$ cat src/rtl/qfba_pkg.sv
`default_nettype none
// ----------------------------------------------------------------------------
// qfba_pkg
// Types, constants and codes shared by the quick-fit block allocator modules.
// ----------------------------------------------------------------------------
package qfba_pkg;

   localparam int NUM_CLASSES      = 4;
   localparam int BLOCKS_PER_CLASS = 8;
   localparam int TOTAL_BLOCKS     = NUM_CLASSES * BLOCKS_PER_CLASS;
   localparam int LIMIT_REGS       = 4;
   // only classes with a limit register can ever be picked
   localparam int USABLE_CLASSES   = (LIMIT_REGS < NUM_CLASSES) ? LIMIT_REGS : NUM_CLASSES;

   localparam int SIZE_W      = 12;
   localparam int HANDLE_W    = 5;
   localparam int CLASS_W     = 2;
   localparam int CSR_IDX_W   = 2;
   localparam int BLK_W       = $clog2(TOTAL_BLOCKS);
   localparam int CLASS_IDX_W = $clog2(NUM_CLASSES);

   localparam int REQ_TDATA_W = 24;
   localparam int REQ_TUSER_W = 2;
   localparam int RSP_TDATA_W = 8;
   localparam int RSP_TUSER_W = 2;

   localparam logic [SIZE_W-1:0] CLASS0_LIMIT_RESET = 12'd5;
   localparam logic [SIZE_W-1:0] CLASS1_LIMIT_RESET = 12'd10;
   localparam logic [SIZE_W-1:0] CLASS2_LIMIT_RESET = 12'd20;
   localparam logic [SIZE_W-1:0] CLASS3_LIMIT_RESET = 12'd40;

   typedef enum logic [CSR_IDX_W-1:0] {
      CSR_CLASS0_LIMIT = 2'd0,
      CSR_CLASS1_LIMIT = 2'd1,
      CSR_CLASS2_LIMIT = 2'd2,
      CSR_CLASS3_LIMIT = 2'd3
   } csr_index_type;

   typedef enum logic {
      OP_ALLOC = 1'b0,
      OP_FREE  = 1'b1
   } op_type;

   typedef enum logic [1:0] {
      STATUS_OK        = 2'd0,
      STATUS_TOO_LARGE = 2'd1,
      STATUS_EMPTY     = 2'd2,
      STATUS_IGNORED   = 2'd3
   } status_type;

   typedef logic [LIMIT_REGS-1:0][SIZE_W-1:0] limit_array_type;

   typedef struct packed {
      op_type                operation;
      logic [SIZE_W-1:0]     request_size;
      logic [HANDLE_W-1:0]   block_handle;
      logic                  handle_is_null;
   } req_type;

   typedef struct packed {
      status_type            status;
      logic [HANDLE_W-1:0]   granted_handle;
      logic [CLASS_W-1:0]    size_class;
   } rsp_type;

   typedef struct packed {
      logic                   found;
      logic [CLASS_IDX_W-1:0] cls;
   } pick_type;

   // head pointer or next link, valid clear means null
   typedef struct packed {
      logic             valid;
      logic [BLK_W-1:0] idx;
   } link_type;

endpackage

`default_nettype wire

$ cat src/rtl/qfba_class_pick.sv
`default_nettype none
// ----------------------------------------------------------------------------
// qfba_class_pick
// Maps a request size to the first size class whose limit covers it.
// ----------------------------------------------------------------------------
module qfba_class_pick (
   input  wire logic [qfba_pkg::SIZE_W-1:0] size,
   input  wire qfba_pkg::limit_array_type   limits,
   output qfba_pkg::pick_type               pick
);
   import qfba_pkg::*;

   // scan from the top so the lowest matching class wins
   always_comb begin
      pick = '0;
      for (int c = USABLE_CLASSES - 1; c >= 0; c--) begin
         if (size <= limits[c]) begin
            pick.found = 1'b1;
            pick.cls   = CLASS_IDX_W'(c);
         end
      end
   end

endmodule

`default_nettype wire

$ cat src/rtl/qfba_free_lists.sv
`default_nettype none
// ----------------------------------------------------------------------------
// qfba_free_lists
// Per-class LIFO free lists: head table plus next-link table, one pop or
// push per cycle while go is high, with the result word for the item.
// ----------------------------------------------------------------------------
module qfba_free_lists (
   input  wire logic              clock,
   input  wire logic              reset,
   input  wire logic              go,
   input  wire qfba_pkg::req_type req,
   input  wire qfba_pkg::pick_type pick,
   output qfba_pkg::rsp_type      result
);
   import qfba_pkg::*;

   link_type heads_ff [NUM_CLASSES];
   link_type heads_in [NUM_CLASSES];
   link_type links_ff [TOTAL_BLOCKS];
   link_type links_in [TOTAL_BLOCKS];

   link_type         head;
   logic             in_range;
   logic [BLK_W-1:0] hidx;

   assign head     = heads_ff[pick.cls];
   assign in_range = (32'(req.block_handle) < TOTAL_BLOCKS);
   assign hidx     = BLK_W'(req.block_handle);

   always_comb begin
      heads_in = heads_ff;
      links_in = links_ff;
      result   = '{status: STATUS_OK, granted_handle: '0, size_class: '0};
      if (req.operation == OP_ALLOC) begin
         if (!pick.found) begin
            result.status = STATUS_TOO_LARGE;
         end else begin
            result.size_class = CLASS_W'(pick.cls);
            if (!head.valid) begin
               result.status = STATUS_EMPTY;
            end else begin
               result.granted_handle = HANDLE_W'(head.idx);
               heads_in[pick.cls]    = links_ff[head.idx];
            end
         end
      end else begin
         if (req.handle_is_null || !in_range) begin
            result.status = STATUS_IGNORED;
         end else if (!pick.found) begin
            result.status = STATUS_TOO_LARGE;
         end else begin
            result.size_class  = CLASS_W'(pick.cls);
            links_in[hidx]     = head;
            heads_in[pick.cls] = '{valid: 1'b1, idx: hidx};
         end
      end
   end

   always_ff @(posedge clock) begin
      if (reset) begin
         for (int c = 0; c < NUM_CLASSES; c++) begin
            heads_ff[c] <= '{valid: 1'b1, idx: BLK_W'(c * BLOCKS_PER_CLASS)};
         end
         // chain every block of a class; the last one of each class is null
         for (int b = 0; b < TOTAL_BLOCKS; b++) begin
            links_ff[b].valid <= ((b % BLOCKS_PER_CLASS) != (BLOCKS_PER_CLASS - 1));
            links_ff[b].idx   <= BLK_W'(b + 1);
         end
      end else if (go) begin
         heads_ff <= heads_in;
         links_ff <= links_in;
      end
   end

endmodule

`default_nettype wire

$ cat src/rtl/quick_fit_block_allocator_unit.sv
`default_nettype none
// ----------------------------------------------------------------------------
// quick_fit_block_allocator_unit
// Quick-fit allocator over four size classes of fixed blocks.
// ----------------------------------------------------------------------------
// Takes one allocate or free word per cycle while not stalled and returns
// exactly one result word for each, in order. The word is registered in the
// input register, the class pick and the head pop or push on the head and
// next-link register tables are applied as it moves on, and the result is
// registered. Back-pressure on the result side stalls input only when the
// result register is full and not being taken. Reset restores the limits and
// chains all blocks of every class; no clearing pass.
module quick_fit_block_allocator_unit (
   input  wire logic                              clock,
   input  wire logic                              reset,
   // tdata: request_size[11:0], block_handle[16:12], zero[23:17]
   input  wire logic [qfba_pkg::REQ_TDATA_W-1:0]  req_tdata,
   // tuser: operation[0], handle_is_null[1]
   input  wire logic [qfba_pkg::REQ_TUSER_W-1:0]  req_tuser,
   input  wire logic                              req_tvalid,
   output logic                                   req_tready,
   // tdata: granted_handle[4:0], size_class[6:5], zero[7]
   output logic [qfba_pkg::RSP_TDATA_W-1:0]       rsp_tdata,
   // tuser: status[1:0]
   output logic [qfba_pkg::RSP_TUSER_W-1:0]       rsp_tuser,
   output logic                                   rsp_tvalid,
   input  wire logic                              rsp_tready,
   input  wire logic                              csr_valid,
   output logic                                   csr_ready,
   input  wire logic [qfba_pkg::CSR_IDX_W-1:0]    csr_index,
   input  wire logic [qfba_pkg::SIZE_W-1:0]       csr_data
);
   import qfba_pkg::*;

   limit_array_type limits_ff;
   req_type         req_hold_ff;
   req_type         req_hold_in;
   logic            req_valid_ff;
   rsp_type         rsp_ff;
   rsp_type         result;
   logic            rsp_valid_ff;
   logic            advance;
   logic            req_take;
   pick_type        pick;

   assign csr_ready = 1'b1;

   always_ff @(posedge clock) begin
      if (reset) begin
         limits_ff[CSR_CLASS0_LIMIT] <= CLASS0_LIMIT_RESET;
         limits_ff[CSR_CLASS1_LIMIT] <= CLASS1_LIMIT_RESET;
         limits_ff[CSR_CLASS2_LIMIT] <= CLASS2_LIMIT_RESET;
         limits_ff[CSR_CLASS3_LIMIT] <= CLASS3_LIMIT_RESET;
      end else if (csr_valid) begin
         unique case (csr_index_type'(csr_index))
            CSR_CLASS0_LIMIT: limits_ff[CSR_CLASS0_LIMIT] <= csr_data;
            CSR_CLASS1_LIMIT: limits_ff[CSR_CLASS1_LIMIT] <= csr_data;
            CSR_CLASS2_LIMIT: limits_ff[CSR_CLASS2_LIMIT] <= csr_data;
            CSR_CLASS3_LIMIT: limits_ff[CSR_CLASS3_LIMIT] <= csr_data;
            default: ;
         endcase
      end
   end

   // item in the input register moves on when the result register frees up
   assign advance    = req_valid_ff && (!rsp_valid_ff || rsp_tready);
   assign req_tready = !req_valid_ff || advance;
   assign req_take   = req_tvalid && req_tready;

   always_comb begin
      req_hold_in.operation      = op_type'(req_tuser[0]);
      req_hold_in.handle_is_null = req_tuser[1];
      req_hold_in.request_size   = req_tdata[SIZE_W-1:0];
      req_hold_in.block_handle   = req_tdata[SIZE_W+HANDLE_W-1:SIZE_W];
   end

   always_ff @(posedge clock) begin
      if (reset) begin
         req_valid_ff <= 1'b0;
      end else if (req_tready) begin
         req_valid_ff <= req_tvalid;
      end
   end

   always_ff @(posedge clock) begin
      if (req_take) begin
         req_hold_ff <= req_hold_in;
      end
   end

   qfba_class_pick u_pick (
      .size   (req_hold_ff.request_size),
      .limits (limits_ff),
      .pick   (pick)
   );

   qfba_free_lists u_lists (
      .clock  (clock),
      .reset  (reset),
      .go     (advance),
      .req    (req_hold_ff),
      .pick   (pick),
      .result (result)
   );

   always_ff @(posedge clock) begin
      if (reset) begin
         rsp_valid_ff <= 1'b0;
      end else if (advance) begin
         rsp_valid_ff <= 1'b1;
      end else if (rsp_tready) begin
         rsp_valid_ff <= 1'b0;
      end
   end

   always_ff @(posedge clock) begin
      if (advance) begin
         rsp_ff <= result;
      end
   end

   assign rsp_tvalid = rsp_valid_ff;
   assign rsp_tuser  = rsp_ff.status;
   assign rsp_tdata  = {{(RSP_TDATA_W - HANDLE_W - CLASS_W){1'b0}},
                        rsp_ff.size_class, rsp_ff.granted_handle};

`ifndef NO_ASSERTIONS
   a_advance_loads_rsp: assert property (@(posedge clock) disable iff (reset)
      advance |=> rsp_valid_ff)
      else $error("result register not loaded after an item advanced");

   a_handle_only_on_ok: assert property (@(posedge clock) disable iff (reset)
      (rsp_valid_ff && rsp_ff.status != STATUS_OK) |-> (rsp_ff.granted_handle == '0))
      else $error("handle granted with a failing status");

   a_no_class_on_reject: assert property (@(posedge clock) disable iff (reset)
      (rsp_valid_ff && (rsp_ff.status == STATUS_TOO_LARGE ||
                        rsp_ff.status == STATUS_IGNORED)) |-> (rsp_ff.size_class == '0))
      else $error("size class reported on a rejected word");
`endif

endmodule

`default_nettype wire

$ cat config.mk
export PLATFORM = sky130hd
export DESIGN_NAME = quick_fit_block_allocator_unit
export DESIGN_NICKNAME = d
export VERILOG_FILES = /design/src/rtl/qfba_pkg.sv /design/src/rtl/qfba_class_pick.sv /design/src/rtl/qfba_free_lists.sv /design/src/rtl/quick_fit_block_allocator_unit.sv
export SDC_FILE = /design/constraint.sdc
export NUM_CORES = 1
export LEC_CHECK = 0
export ABC_AREA = 1
export BUFFER_PORTS_ARGS = -buffer_cell sky130_fd_sc_hd__buf_2
export CORE_ASPECT_RATIO = 0.9
export CORE_MARGIN = 2
export CORE_UTILIZATION = 35
export DETAILED_ROUTE_END_ITERATION = 7
export GPL_TIMING_DRIVEN = 0
export PLACE_DENSITY = 0.49
export SYNTH_ARGS = -nofsm -noshare
export SYNTH_HDL_FRONTEND = slang
export SYNTH_HIERARCHICAL = 1
export SYNTH_SLANG_ARGS = --single-unit
$ cat constraint.sdc
create_clock -name clock -period 3.5 [get_ports clock]
set_input_delay 0.525 -clock clock [delete_from_list [all_inputs] [get_ports clock]]
set_output_delay 0.525 -clock clock [all_outputs]
set_load 0.05 [all_outputs]
==> flow_metrics.py, run 1 <==
metrics = {
    "layout": {
        "final_nets": 2179,
        "final_common_cell": "nand2_1",
        "drive_above_1_share_pct": 24.27,
        "n_antenna_cell": 0,
        "most-common-layout-cells": "395 x nand2_1, 266 x dfxtp_1, 164 x inv_1",
        "stdcell_count": 2642,
        "syn2layout_area_growth_pct": 33.86,
        "multi_input_area_sq_um": 8005,
        "nFillCells": 4037,
        "regArea_sq_um": 6166,
    },
    "global_route": {
        "antenna_found_initial": 0,
        "grt_start_max_net_pins": 20,
        "grt_pass1_vias": 12940,
        "grt_first_pass_wirelength_um": 82750,
        "grt_usage_pct": 26.43,
        "gr-total-overflow": 0,
    },
    "synthesis": {
        "syn_area_per_cell_sq_um": 7.271,
        "yosysTopAreaCell": "dfxtp_1",
        "synth_top_area_share_pct": 37.97,
        "synth.distinct_cells": 36,
        "syn_area_sq_um": 14030,
        "synthFlopType": "dfxtp_1",
        "synthCells": 1929,
        "synth_edf_count": 28,
        "netlist_top_cells_area": "dfxtp_1 38%, nand2_1 11%, nand3_1 8.7%, a21oi_1 6.1%, edfxtp_1 6.0%",
        "synth.yosys.warnings": 6,
        "yosysSeqAreaShare_pct": 43.96,
        "synth_nets": 2022,
        "ys_seq_elements": 294,
        "synth-async-reset-ratio_pct": 0,
    },
    "sta": {
        "grt_setup_unrepaired": "true",
        "whs_ps": 155.4,
        "period_minus_slack_ps": 3627,
        "post-route-period-util_pct": 103.6,
        "fmax_mhz": 275.7,
        "finalWorstSetupSlack_ps": -127.3,
        "hold_violations": 0,
        "drv_slew": 0,
        "tightest_slew_ps": 894.8,
        "setup_viol_count_final": 23,
        "maxSlewHeadroom_pct": 40.28,
        "clock_skew_ps": 27.48,
    },
    "pwr": {
        "power.leakage_nw": 8.285,
        "peakVddDrop_v": 0.0003587,
        "power_density_nw_per_um2": 580.6,
    },
    "place": {
        "io_buffer_count": 47,
        "place.gp.congestion": 0.9317,
        "dpl_worst_slack_ps": -1273,
        "hpwl_um": 39060,
        "dp_cells": 2508,
    },
    "floorplanning": {
        "initial_core_util_pct": 35.47,
        "rows": 69,
        "die_area_sq_um": 41690,
        "fp.dieH_um": 193.9,
        "core_region_area_sq_um": 39540,
        "die_w_um": 215.0,
        "pin_count": 58,
    },
    "drt": {
        "wire_per_inst_um": 21.80,
        "wl_met1_um": 26230,
        "ant_nets": 0,
        "detail_route.first_pass.iterations": 6,
        "routed.top_layer": "met4",
        "wl_met2_um": 24040,
        "finalWirelength_um": 57610,
        "vias_per_cell": 5.416,
        "wl_met3_um": 5273,
        "vias": 14310,
        "drc": 0,
        "dr.first_iter.drc_count": 1532,
    },
    "outcome": {
        "outcome": "complete, but fails checks",
        "violations": "negative setup slack",
    },
    "clock_network": {
        "ctsHoldBuffers": 0,
        "ctsLongestPathBuffers": 3,
        "tritoncts": "built",
        "cts_made_buffers": 35,
        "htree_levels": 2,
        "root_buffer": "clkbuf_16",
        "clk_latency_ps": 550,
        "cts.sinks": 294,
        "path_clk_slew_ps": 60,
    },
    "critical_path": {
        "path_max_fanout": 10,
        "crit_arrival_ps": 4060,
        "worstSetupPathType": "reg -> reg",
        "cp-start-kind": "register",
        "cp.required_ps": 3930,
        "crit_path_end_kind": "register",
    },
    "hold_path": {
        "min_path_type": "in -> reg",
    },
    "run": {
        "cap_viol_max_count": 0,
    },
}
## layer usage
metal  GRT usage (%)  vias up
li1                -     6737
met3           4.282      121
met5               0        -
met1           38.57     6795
met2           38.98      657
met4           9.936        0
## flip-flops by register name (all words and copies together) (netlist names)
signal,cells
rsp_tvalid,1
req_valid_ff,1
u_lists/links_ff,192
u_lists/heads_ff,24
rsp_tdata,7
req_hold_ff,19
limits_ff,48
rsp_tuser,2
## where the power goes
group,total (mW),switching (mW),internal [mW]
clock network,3.54,1.52,2.02
logic,3.84,2.42,1.42
registers,3.53,0.0528,3.48
total,10.9,3.99,6.91
## worst max-delay path, cell delays in order (launching register included)
cell      delay (ps)
edfxtp_1         490
ha_1             330
nand2_2           70
nor2_4           170
nand2_2          110
a21oi_2          110
nor2_1            50
nor2_2           160
nand2_2           90
a21oi_4          190
inv_2            110
nand2_1           80
nand2_1           80
nand2_4          150
nand2_8          120
buf_12           180
buf_12           150
o211ai_1         260
nand3_1          140
nand3_2          140
nand3_4          120
nand3_4          130
a21oi_1           70
## synth_stat cells, types with 4 or more instances
| cell type | number |
|---|---|
| nand2_1 | 427 |
| dfxtp_1 | 266 |
| nand3_1 | 244 |
| inv_1 | 174 |
| a21oi_1 | 170 |
| nor2_1 | 156 |
| o21ai_0 | 137 |
| o211ai_1 | 88 |
| clkbuf_1 | 49 |
| ha_1 | 48 |
| buf_2 | 35 |
| edfxtp_1 | 28 |
| inv_2 | 20 |
| nor2_2 | 18 |
| buf_1 | 15 |
| nand2_2 | 8 |
| buf_4 | 7 |
| nor3_1 | 6 |
| nand4_1 | 4 |
## path summary, 6_finish.rpt
check	start	endpoint	slack [ps]	cells past startpoint
max	req_hold_ff[16]	u_lists/heads_ff[0]	-130	22
min	req_tdata[4]	req_hold_ff[10]	160	1
max reg2reg	req_hold_ff[16]	u_lists/heads_ff[0]	-130	22
min reg2reg	u_lists/heads_ff[4]	u_lists/heads_ff[4]	470	2
## stage by stage
stage          cell area, sq um  power, mW  setup TNS, ps  util (%)
2_1_floorplan             14030      4.849              0         -
3_3_place_gp              14930      5.818        -188400     37.75
3_5_place_dp              14930      5.820        -193340     37.75
4_1_cts                   17200      10.13          -1549     43.51
5_1_grt                   18780      11.25          -7708     47.48
6_report                  18780      10.90          -1645     47.48
## what timing repair did
item                                    in CTS  in global routing
setup buffers                               25                 40
pin swaps                                   33                 66
gates resized for setup                    235                249
endpoints found under the setup margin     222                209
gates cloned                                 2                 10
## layout make-up
type / count / area share [%]
multi-input cells: 1334 / 42.64
repair inverters: 1 / 0.03998
plain buffers: 104 / 5.025
inverters: 196 / 4.098
clock inverters: 16 / 0.6064
repair buffers: 120 / 6.078
flip-flops and latches: 294 / 32.84
well taps: 532 / 3.545
clock buffers: 45 / 5.131
## kinds of logic after synthesis
| family | count (synthesis) | synth area share, % |
|---|---|---|
| adders and majority gates | 48 | 4.282 |
| other | 2 | 0.05354 |
| AOI/OAI and AO/OA | 412 | 16.58 |
| DFF | 294 | 43.96 |
| buffers and inverters | 302 | 8.582 |
| and+or+nand+nor | 871 | 26.54 |
Note: power is estimated with default switching activity, not from simulation.
==> inputs of run 2 (changes only) <==
- CORE_UTILIZATION: 35 -> 47
- PLACE_DENSITY: 0.49 -> 0.62
- SKIP_LAST_GASP: not set -> 1
==> run 2 against run 1 <==
Effect of this change: the flow still finishes with violations (negative setup slack); highest routed layer unchanged; critical path type unchanged; largest cell class unchanged; maximum frequency down 0.61%; clock skew down 7.3 ps; clock-buffer cell count up 5; critical path depth unchanged.
==> flow_metrics.py, run 2 (synthesis gave the netlist of run 1 again) <==
metrics = {
    "layout": {
        "multi_input_area_sq_um": 7526,
        "nFillCells": 2697,
        "most-common-layout-cells": "400 x nand2_1, 266 x dfxtp_1, 187 x nand3_1",
        "regArea_sq_um": 6166,
        "top_regs": "u_lists/links_ff (192), limits_ff (48), u_lists/heads_ff (24)",
        "drive_above_1_share_pct": 19.20,
        "largest_register": "u_lists/links_ff",
        "largest_register_ffs": 192,
        "final_core_util_pct": 60.94,
        "final_nets": 2146,
        "final_common_cell": "nand2_1",
        "syn2layout_area_growth_pct": 26.69,
    },
    "pwr": {
        "power.leakage_nw": 8.005,
        "power_density_nw_per_um2": 603.5,
        "peakVddDrop_v": 0.0004755,
    },
    "floorplanning": {
        "pin_count": 58,
        "core_region_area_sq_um": 29160,
        "rows": 59,
        "die_area_sq_um": 31240,
        "die_w_um": 186.1,
        "initial_core_util_pct": 48.10,
        "fp.dieH_um": 167.9,
    },
    "place": {
        "dpl_worst_slack_ps": -1272,
        "place.gp.congestion": 0.9661,
        "hpwl_um": 36710,
        "io_buffer_count": 47,
    },
    "global_route": {
        "grt_pass1_vias": 13410,
        "grt_first_pass_wirelength_um": 80200,
        "antenna_found_initial": 0,
        "grt_usage_pct": 34.36,
        "gr-total-overflow": 0,
        "grt_start_max_net_pins": 20,
    },
    "critical_path": {
        "crit_arrival_ps": 4100,
        "cpMostUsedCell": "nor2_4",
        "reg2reg_slack_ps": -150,
        "path_max_fanout": 10,
        "cp_num_buf_inv": 4,
        "crit_chain": "ha_1 > nand2_2 > nor2_4 > nand2_4 > a21oi_4 > nor2_2 > nor2_4 > nand2_2 > nor2_4 > inv_4 > buf_4 > nand2_8 > nand2_8 > buf_12 > buf_12 > nand2_1 > nand3_2 > nand3_1 > nand3_2 > nand3_4 > nand3_4 > a21oi_2",
        "slowest_stage": "edfxtp_1",
        "cp.required_ps": 3950,
        "cp-start-kind": "register",
        "crit_path_end_kind": "register",
        "crit_family": "simple AND/OR/NAND/NOR gates",
        "worstSetupPathType": "reg -> reg",
        "critPathMaxStageDelay_ps": 520,
    },
    "hold_path": {
        "min_path_type": "in -> reg",
    },
    "clock_network": {
        "ctsLongestPathBuffers": 3,
        "tritoncts": "built",
        "path_clk_slew_ps": 60,
        "ctsHoldBuffers": 0,
        "cts_made_buffers": 34,
        "root_buffer": "clkbuf_16",
        "htree_levels": 2,
        "clk_latency_ps": 530,
        "cts.sinks": 294,
    },
    "drt": {
        "dr.first_iter.drc_count": 1656,
        "wire_per_inst_um": 21.57,
        "vias_per_cell": 5.838,
        "drc": 0,
        "detail_route.first_pass.iterations": 7,
        "ant_nets": 0,
        "finalWirelength_um": 53390,
        "vias": 14450,
    },
    "sta": {
        "drv_slew": 0,
        "maxSlewHeadroom_pct": 39.81,
        "finalWorstSetupSlack_ps": -149.7,
        "hold_violations": 0,
        "period_minus_slack_ps": 3650,
        "setup_viol_count_final": 65,
        "finalSetupTns_ps": -3030,
        "grt_setup_unrepaired": "true",
        "post-route-period-util_pct": 104.3,
        "fmax_mhz": 274.0,
        "clock_skew_ps": 20.14,
        "tightest_slew_ps": 901.9,
    },
    "outcome": {
        "outcome": "complete, but fails checks",
        "violations": "negative setup slack",
    },
    "run": {
        "cap_viol_max_count": 0,
    },
}
## run 2: changes by cell type in the layout (fill, tap and decap cells not counted), sizes merged, moves of 2 or more
cell      before  now
clkinvlp       4    0
buf          175  151
clkbuf        94   92
inv          196  194
clkinv        12   10
bufinv         1    3
## run 2: metrics by stage
step | cell area [sq um] | power [mW] | cells | hold WS (ps)
finish | 17770 | 10.72 | 2475 | 178.6
global route | 17770 | 11.03 | 2474 | 174.4
CTS | 17400 | 10.47 | 2468 | 161.2
detailed placement | 14760 | 5.748 | 2372 | 456.6
global placement | 14760 | 5.740 | 2372 | 445.6
floorplan | 14030 | 4.849 | 1929 | 428.9
## run 2: power breakdown
group	switching, mW	internal (mW)	total (mW)
clock network	1.46	2.40	3.86
logic	2.17	1.16	3.34
registers	0.0483	3.47	3.52
total	3.69	7.04	10.7
## run 2: what timing repair did
item,CTS,global route
endpoints found under the setup margin,222,198
cloned,4,0
pin swaps,29,28
resized for setup,269,77
buffers inserted,32,8
## run 2: worst paths after layout
kind | start | end | depth (start not counted)
worst max-delay path | req_hold_ff[16] | u_lists/heads_ff[6] | 22
worst min-delay path | req_tdata[6] | req_hold_ff[12] | 1
worst max register to register | req_hold_ff[16] | u_lists/heads_ff[6] | 22
worst min register to register | u_lists/heads_ff[4] | u_lists/heads_ff[4] | 2
## run 2: worst register-to-register path, delay by kind of cell (launching register included)
kind                     cells  cell delay [ps]
adder cells (fa/ha/maj)      1              350
buffers and inverters        4              570
AND/OR/NAND/NOR             15             1830
flip-flops                   1              520
AO/OA/AOI/OAI                2              310
## run 2: layout make-up
type,count,area share (%)
Clock inverter,11,0.7534
Antenna cell,1,0.01408
Clock buffer,50,6.175
Timing Repair Buffer,88,3.915
Inverter,196,4.316
Tap cell,396,2.788
Buffer,106,4.985
Sequential cell,294,34.70
Multi-Input combinational cell,1333,42.35
## run 2: per-layer routing
metal,track usage (%),vias up,wire length (um)
met5,0,-,0
met4,14.45,0,2331
met3,9.280,167,6276
met2,48.65,806,21870
met1,49.00,6813,22920
li1,-,6663,-
